==> config.mk <==
export PLATFORM = sky130hd
export DESIGN_NAME = ffha_ctrl
export DESIGN_NICKNAME = d
export VERILOG_FILES = /design/src/rtl/core/ffha_pkg.sv /design/src/rtl/core/ffha_ctrl.sv
export SDC_FILE = /design/constraint.sdc
export NUM_CORES = 1
export LEC_CHECK = 0
export ABC_AREA = 0
export BUFFER_PORTS_ARGS = -buffer_cell sky130_fd_sc_hd__buf_2
export CORE_MARGIN = 2
export CORE_UTILIZATION = 41
export DETAILED_ROUTE_END_ITERATION = 10
export PLACE_DENSITY = 0.69
export SLEW_MARGIN = 0
export SYNTH_ARGS = -nofsm -noshare
export SYNTH_HDL_FRONTEND = slang
export SYNTH_SLANG_ARGS = --single-unit
==> constraint.sdc <==
create_clock -name clock -period 2.3 [get_ports clock]
set_clock_uncertainty 0.15 [all_clocks]
set_input_delay 0.23 -clock clock [delete_from_list [all_inputs] [get_ports clock]]
set_output_delay 0.23 -clock clock [all_outputs]
set_load 0.02 [all_outputs]
==> src/rtl/core/ffha_pkg.sv <==
// Shared types and constants for the first-fit heap allocator.
// Used by ffha_datapath, ffha_ctrl and first_fit_heap_allocator.
package ffha_pkg;

   localparam int ARENA_GRANULES_DEF = 4096;
   localparam int FIELD_W            = 16;
   localparam int GRANULE_SHIFT      = 3;
   localparam int ROUND_MASK         = (1 << GRANULE_SHIFT) - 1;
   // largest block need: ((65535 + 7) >> 3) + 1 = 8193
   localparam int NEED_W             = 14;

   localparam logic KIND_ALLOC = 1'b0;
   localparam logic KIND_FREE  = 1'b1;

   typedef enum logic [1:0] {
      RD_H,
      RD_N,
      RD_REL
   } rd_sel_type;

   typedef enum logic [2:0] {
      WR_NONE,
      WR_CLEAR,
      WR_SPLIT,
      WR_ALLOC,
      WR_FREE,
      WR_MERGE
   } wr_sel_type;

   typedef enum logic [2:0] {
      H_HOLD,
      H_ZERO,
      H_ADV,
      H_NEXT,
      H_MERGE
   } h_op_type;

   typedef enum logic [1:0] {
      RES_NONE,
      RES_ALLOC,
      RES_FAIL,
      RES_FREE
   } res_type;

   typedef struct packed {
      logic       load;
      logic       rd_en;
      rd_sel_type rd_sel;
      wr_sel_type wr_sel;
      h_op_type   h_op;
      logic       lat_h;
      logic       lat_n;
      res_type    res;
   } ctrl_cmd_type;

   typedef struct packed {
      logic clr_last;
      logic is_free;
      logic rel_zero;
      logic rel_ok;
      logic h_end;
      logic n_end;
      logic fit;
      logic split;
      logic size_zero;
      logic both_free;
   } dp_stat_type;

endpackage

==> src/rtl/core/ffha_ctrl.sv <==
// Allocator controller: sequences the clearing pass, allocate walk, free
// and coalescing pass, and owns the handshakes. Depends on ffha_pkg.
module ffha_ctrl (
   input  logic                   clock,
   input  logic                   reset,
   input  logic                   req_valid,
   output logic                   req_ready,
   output logic                   rsp_valid,
   input  logic                   rsp_ready,
   input  ffha_pkg::dp_stat_type  stat,
   output ffha_pkg::ctrl_cmd_type cmd
);
   import ffha_pkg::*;

   typedef enum logic [4:0] {
      ST_CLEAR,
      ST_IDLE,
      ST_DECODE,
      ST_A_RD,
      ST_A_LAT,
      ST_A_DEC,
      ST_A_HDR,
      ST_F_RD,
      ST_F_CLR,
      ST_M_RD_H,
      ST_M_LAT_H,
      ST_M_CHK,
      ST_M_LAT_N,
      ST_M_DEC,
      ST_FIN_ALLOC,
      ST_FIN_FAIL,
      ST_FIN_FREE
   } state_type;

   state_type state_ff, state_in;
   logic      rsp_valid_ff, rsp_valid_in;
   logic      slot_free;

   assign slot_free = !rsp_valid_ff || rsp_ready;

   always_comb begin
      state_in   = state_ff;
      cmd        = '0;
      cmd.rd_sel = RD_H;
      cmd.wr_sel = WR_NONE;
      cmd.h_op   = H_HOLD;
      cmd.res    = RES_NONE;
      unique case (state_ff)
         ST_CLEAR: begin
            cmd.wr_sel = WR_CLEAR;
            if (stat.clr_last) begin
               state_in = ST_IDLE;
            end
         end
         ST_IDLE: begin
            if (req_valid) begin
               cmd.load = 1'b1;
               state_in = ST_DECODE;
            end
         end
         ST_DECODE: begin
            cmd.h_op = H_ZERO;
            if (!stat.is_free) begin
               state_in = ST_A_RD;
            end else if (stat.rel_zero) begin
               state_in = ST_FIN_FREE;
            end else if (stat.rel_ok) begin
               state_in = ST_F_RD;
            end else begin
               state_in = ST_M_RD_H;
            end
         end
         ST_A_RD: begin
            if (stat.h_end) begin
               state_in = ST_FIN_FAIL;
            end else begin
               cmd.rd_en = 1'b1;
               state_in  = ST_A_LAT;
            end
         end
         ST_A_LAT: begin
            cmd.lat_h = 1'b1;
            state_in  = ST_A_DEC;
         end
         ST_A_DEC: begin
            if (stat.fit) begin
               // split writes the remainder header first, then the taken one
               if (stat.split) begin
                  cmd.wr_sel = WR_SPLIT;
                  state_in   = ST_A_HDR;
               end else begin
                  cmd.wr_sel = WR_ALLOC;
                  state_in   = ST_FIN_ALLOC;
               end
            end else if (stat.size_zero) begin
               state_in = ST_FIN_FAIL;
            end else begin
               cmd.h_op = H_ADV;
               state_in = ST_A_RD;
            end
         end
         ST_A_HDR: begin
            cmd.wr_sel = WR_ALLOC;
            state_in   = ST_FIN_ALLOC;
         end
         ST_F_RD: begin
            cmd.rd_en  = 1'b1;
            cmd.rd_sel = RD_REL;
            state_in   = ST_F_CLR;
         end
         ST_F_CLR: begin
            cmd.wr_sel = WR_FREE;
            state_in   = ST_M_RD_H;
         end
         ST_M_RD_H: begin
            if (stat.h_end) begin
               state_in = ST_FIN_FREE;
            end else begin
               cmd.rd_en = 1'b1;
               state_in  = ST_M_LAT_H;
            end
         end
         ST_M_LAT_H: begin
            cmd.lat_h = 1'b1;
            state_in  = ST_M_CHK;
         end
         ST_M_CHK: begin
            if (stat.size_zero || stat.n_end) begin
               state_in = ST_FIN_FREE;
            end else begin
               cmd.rd_en  = 1'b1;
               cmd.rd_sel = RD_N;
               state_in   = ST_M_LAT_N;
            end
         end
         ST_M_LAT_N: begin
            cmd.lat_n = 1'b1;
            state_in  = ST_M_DEC;
         end
         ST_M_DEC: begin
            if (stat.both_free) begin
               cmd.wr_sel = WR_MERGE;
               cmd.h_op   = H_MERGE;
            end else begin
               cmd.h_op = H_NEXT;
            end
            state_in = ST_M_RD_H;
         end
         ST_FIN_ALLOC: begin
            if (slot_free) begin
               cmd.res  = RES_ALLOC;
               state_in = ST_IDLE;
            end
         end
         ST_FIN_FAIL: begin
            if (slot_free) begin
               cmd.res  = RES_FAIL;
               state_in = ST_IDLE;
            end
         end
         ST_FIN_FREE: begin
            if (slot_free) begin
               cmd.res  = RES_FREE;
               state_in = ST_IDLE;
            end
         end
         default: begin
            state_in = ST_IDLE;
         end
      endcase
   end

   always_comb begin
      rsp_valid_in = rsp_valid_ff;
      if (cmd.res != RES_NONE) begin
         rsp_valid_in = 1'b1;
      end else if (rsp_ready) begin
         rsp_valid_in = 1'b0;
      end
   end

   always_ff @(posedge clock) begin
      if (reset) begin
         state_ff     <= ST_CLEAR;
         rsp_valid_ff <= 1'b0;
      end else begin
         state_ff     <= state_in;
         rsp_valid_ff <= rsp_valid_in;
      end
   end

   assign req_ready = (state_ff == ST_IDLE);
   assign rsp_valid = rsp_valid_ff;

endmodule
; Word level (Yosys, flattened, before mapping)
; Index checks and enable logic that the tools add are counted.
[word_totals]
output_inout_bits = 16
input_bits = 14
elab_cells = 67
reg_bits = 6
[op_classes]
n_reduce_logical = 11
eq_ne = 19
muxes = 35
[op_table]
columns = cell, n
row1 = 5-bit case mux with 14 select lines, 1
row2 = 5-bit by 4-bit == test with 1-bit output (second input constant), 8
row3 = 5-bit two-way mux, 8
row4 = 5-bit by 3-bit == test with 1-bit output (second input constant), 4
row5 = 4-bit two-way mux, 4
row6 = 3-bit case mux with 5 select lines, 1
row7 = 3-bit two-way mux, 4
row8 = 5-bit by 2-bit == test with 1-bit output (second input constant), 2
row9 = 1-bit two-way mux, 9
row10 = 3-bit case mux with 3 select lines, 1
row11 = 2-bit two-way mux, 4
row12 = 2-bit case mux with 3 select lines, 1
row13 = 2-bit OR reduction, 3
row14 = 5-bit by 1-bit == test with 1-bit output (second input constant), 1
row15 = 5-bit == test (second input constant), 1
row16 = 5-bit logical NOT, 1
row17 = 2-bit != test (second input constant), 2
row18 = 2-bit case mux with 2 select lines, 1
row19 = 2-bit nonzero test, 2
row20 = 1-bit case mux with 3 select lines, 1
row21 = 3-bit AND reduction, 1
row22 = 3-bit OR reduction, 1
row23 = 1-bit logical OR, 2
row24 = 2-bit by 1-bit != test with 1-bit output (second input constant), 1
row25 = 1-bit logical NOT, 1

; Logic depth before layout (Yosys ltp)
[depth]
ltp_word = 6
ltp_mapped = 6
mapped_depth_nobuf = 4

; Least setup slack after synthesis
; OpenSTA, ideal clock, no wires.
[synth_path]
path_kind = flip-flop to output port
startpoint = register state_ff[2]
endpoint = output port cmd[9] in the netlist's numbering
path_stages_with_launch = 6
t_required_ns = 1.920
n_path_buf = 2
path_slack_ns = 0.209
arrival_time_ns = 1.711
path_cell_list = dfxtp_1 -> buf_2 -> clkbuf_1 -> nand3_1 -> o21ai_0 -> nor4b_1
[synth_rtl]
columns = item, line
row1 = from (decl), ffha_ctrl.sv:35  ; state_type state_ff, state_in;
row2 = from (signal assigned), ffha_ctrl.sv:187  ; state_ff <= state_in;
row3 = to (decl), ffha_ctrl.sv:11  ; output ffha_pkg::ctrl_cmd_type cmd

==> flow_summary.toml <==
[worst_setup_path]
cp_num_buf_inv = 1
critPathLaunchType = "register"
worstPathRequired_ns = 1.92
worstSetupPathType = "reg2out"
worstPathCellList = "or3b_1, or4b_4, o31ai_1, buf_2"
critical-path-max-stage-delay_ns = 0.54
cpMaxStageDelayCell = "or4b_4"
crit_family = "simple AND/OR/NAND/NOR gates"
arrival_ns = 1.81
crit_path_max_fanout = 5
endpoint_kind = "output pin"

[power_and_ir_drop]
p_clk_share_pct = 9.4
ir_drop_v = 0.000533
p_int_uw = 479
power_frac_comb_pct = 70.9
power.share.switching_pct = 53.4
power_frac_seq_pct = 19.7
p_leak_uw = 0.000424
p_sw_uw = 549
p_per_area_mw_per_mm2 = 1040

[drt]
dr.first_iter.drc_count = 38
dr_total_vias = 1000
antenna_left = 0
first_pass_iters = 4
wl_per_cell_um = 14.2
m1WireLength_mm = 1.08
wl_met2_mm = 1.07
met3RoutedLength_um = 183
top_layer_used = "met4"
via_per_inst = 5.99
totalWireLength_mm = 2.37
drc = 0

[timing]
setup_tns_ns = 0
timing.final.max_slew_violations = 0
slew_headroom_pct = 66.6
fin_crit_sh_pct = 95.3
finalCriticalPeriod_ns = 2.19
setup_viol_count_final = 0
fmax_mhz = 456
hold_viol = 0
tightestPinTransition_ns = 0.501
grt_setup_unrepaired = "false"
fin_ws_ns = 0.109

[placed_design]
dp_hpwl_mm = 1.80
io_buffers = 29
gp_congestion = 0.932
pre_cts_ws_ns = 0.383

[synth]
yosys_warnings = 0
async_reset_ff_share_pct = 0
synth_cells = 114
netlist.area_leader.share_pct = 15.3
synth_edf_count = 0
syn_area_um2 = 786
syn_nets = 128
synth.avg_cell_area_um2 = 6.89
ys_seq_area_share_pct = 15.3
synthTopCellsByArea = "dfxtp_1 15%, nor2b_1 4.8%, nor2_1 4.3%"
ys_ff_latch = 6
synth.largest_area_cell = "dfxtp_1"
synth.most_common_cell = "nor2_1"
synth_ff_type = "dfxtp_1"
ys_types = 42

[cts]
root_buffer = "clkbuf_4"
numCtsBuffers = 3
htreeDepth = 1
cts_tree = "built"
cts_max_path_buffers = 2
clkTransAtPathRegs_ns = 0.05
postCtsSetupBuffers = 0
clock_latency_ns = 0.24
cts.sinks = 6

[worst_hold_path]
hold_class = "in2reg"

[grt]
overflow = 0
grt_start_max_net_pins = 17
antenna_found_initial = 0
grt_first_pass_wirelength_mm = 3.68
grt.total_usage_pct = 22.2
grt_pass1_vias = 797

[cells_and_area]
syn2layout_area_growth_pct = 25.6
drive_gt1_share_pct = 31.0
insertedDiodeCount = 0
fin_nets = 158

[floorplan]
die_h_um = 47.8
start_util_pct = 44.5
die_w_um = 47.8
die_area_mm2 = 0.00228
core_mm2 = 0.00176
ios = 30
fp-row-count = 15

[flow_run]
maxCapViolations = 0

[status]
status = "complete, no violations"
## layer usage
layer / up-vias / GRT usage (%)
met3: 4 / 1.13
met2: 48 / 35.5
met5: - / 0
li1: 494 / -
met1: 454 / 32.7
met4: 0 / 5.41
## cell families (layout without fill, tap and decap cells)
| group | count (synthesis) | in the layout | share of synthesized area [%] |
|---|---|---|---|
| multiplexers | 3 | 3 | 3.82 |
| buffers and inverters | 13 | 41 | 7.17 |
| AND/OR/NAND/NOR | 61 | 61 | 47.1 |
| AO/OA/AOI/OAI | 31 | 31 | 26.6 |
| flip-flops | 6 | 6 | 15.3 |
## flip-flops by register name, indices dropped and copies added, names as in the netlist
signal,count
state_ff,5
rsp_valid,1
## worst paths after layout
kind	startpoint	to	slack, ns	cells after the start
worst max-delay path	state_ff[1]$_SDFFE_PP0P_	cmd[12]	0.11	4
worst min register to register	rsp_valid$_SDFFE_PP0P_	rsp_valid$_SDFFE_PP0P_	0.39	2
worst min-delay path	reset	state_ff[2]$_SDFFE_PP0P_	0.07	2
worst max register to register	state_ff[4]$_SDFFE_PP0P_	state_ff[0]$_SDFFE_PP0P_	0.48	4
## cell type report
type                            instances  area, µm²
Tap cell                               25       31.3
Timing Repair Buffer                   35        190
Multi-Input combinational cell         95        609
Sequential cell                         6        123
Fill cell                             187        777
Inverter                                3       11.3
Clock buffer                            3       22.5
## placed cells by master (no fill, tap or decap), types with 5 or more instances in the layout
master   netlist  routed
buf_4          0       6
buf_2          6      29
a31oi_1        5       5
a21oi_1        6       6
nand4_1        5       5
nand2_1        6       6
o21ai_0        6       6
nand3_1        6       6
nor2b_1        6       6
nor2_1         9       9
## metrics by stage
stage / cells / total power [µW] / cell area [µm²] / utilization (%) / hold WS (ns)
detailed placement: 164 / 919 / 962 / 54.5 / 0.332
global placement: 164 / 910 / 962 / 54.5 / 0.334
floorplan: 114 / 727 / 786 / - / 0.142
global route: 167 / 1110 / 987 / 56.0 / 0.0875
finish: 167 / 1030 / 987 / 56.0 / 0.0694
CTS: 167 / 1020 / 985 / 55.8 / 0.0758
## timing repair
item / CTS / global route
hold buffers: 0 / 0
setup endpoints to repair: 0 / 1
gates resized for setup: 0 / 2
## power groups by stage
stage,Sequential [µW],Clock (µW),Combinational (µW)
global placement,197,0,713
detailed placement,199,0,720
floorplan,148,0,579
CTS,197,98.3,722
finish,202,96.6,729
global route,211,99.3,802
Power figures use the tool's default switching activity.
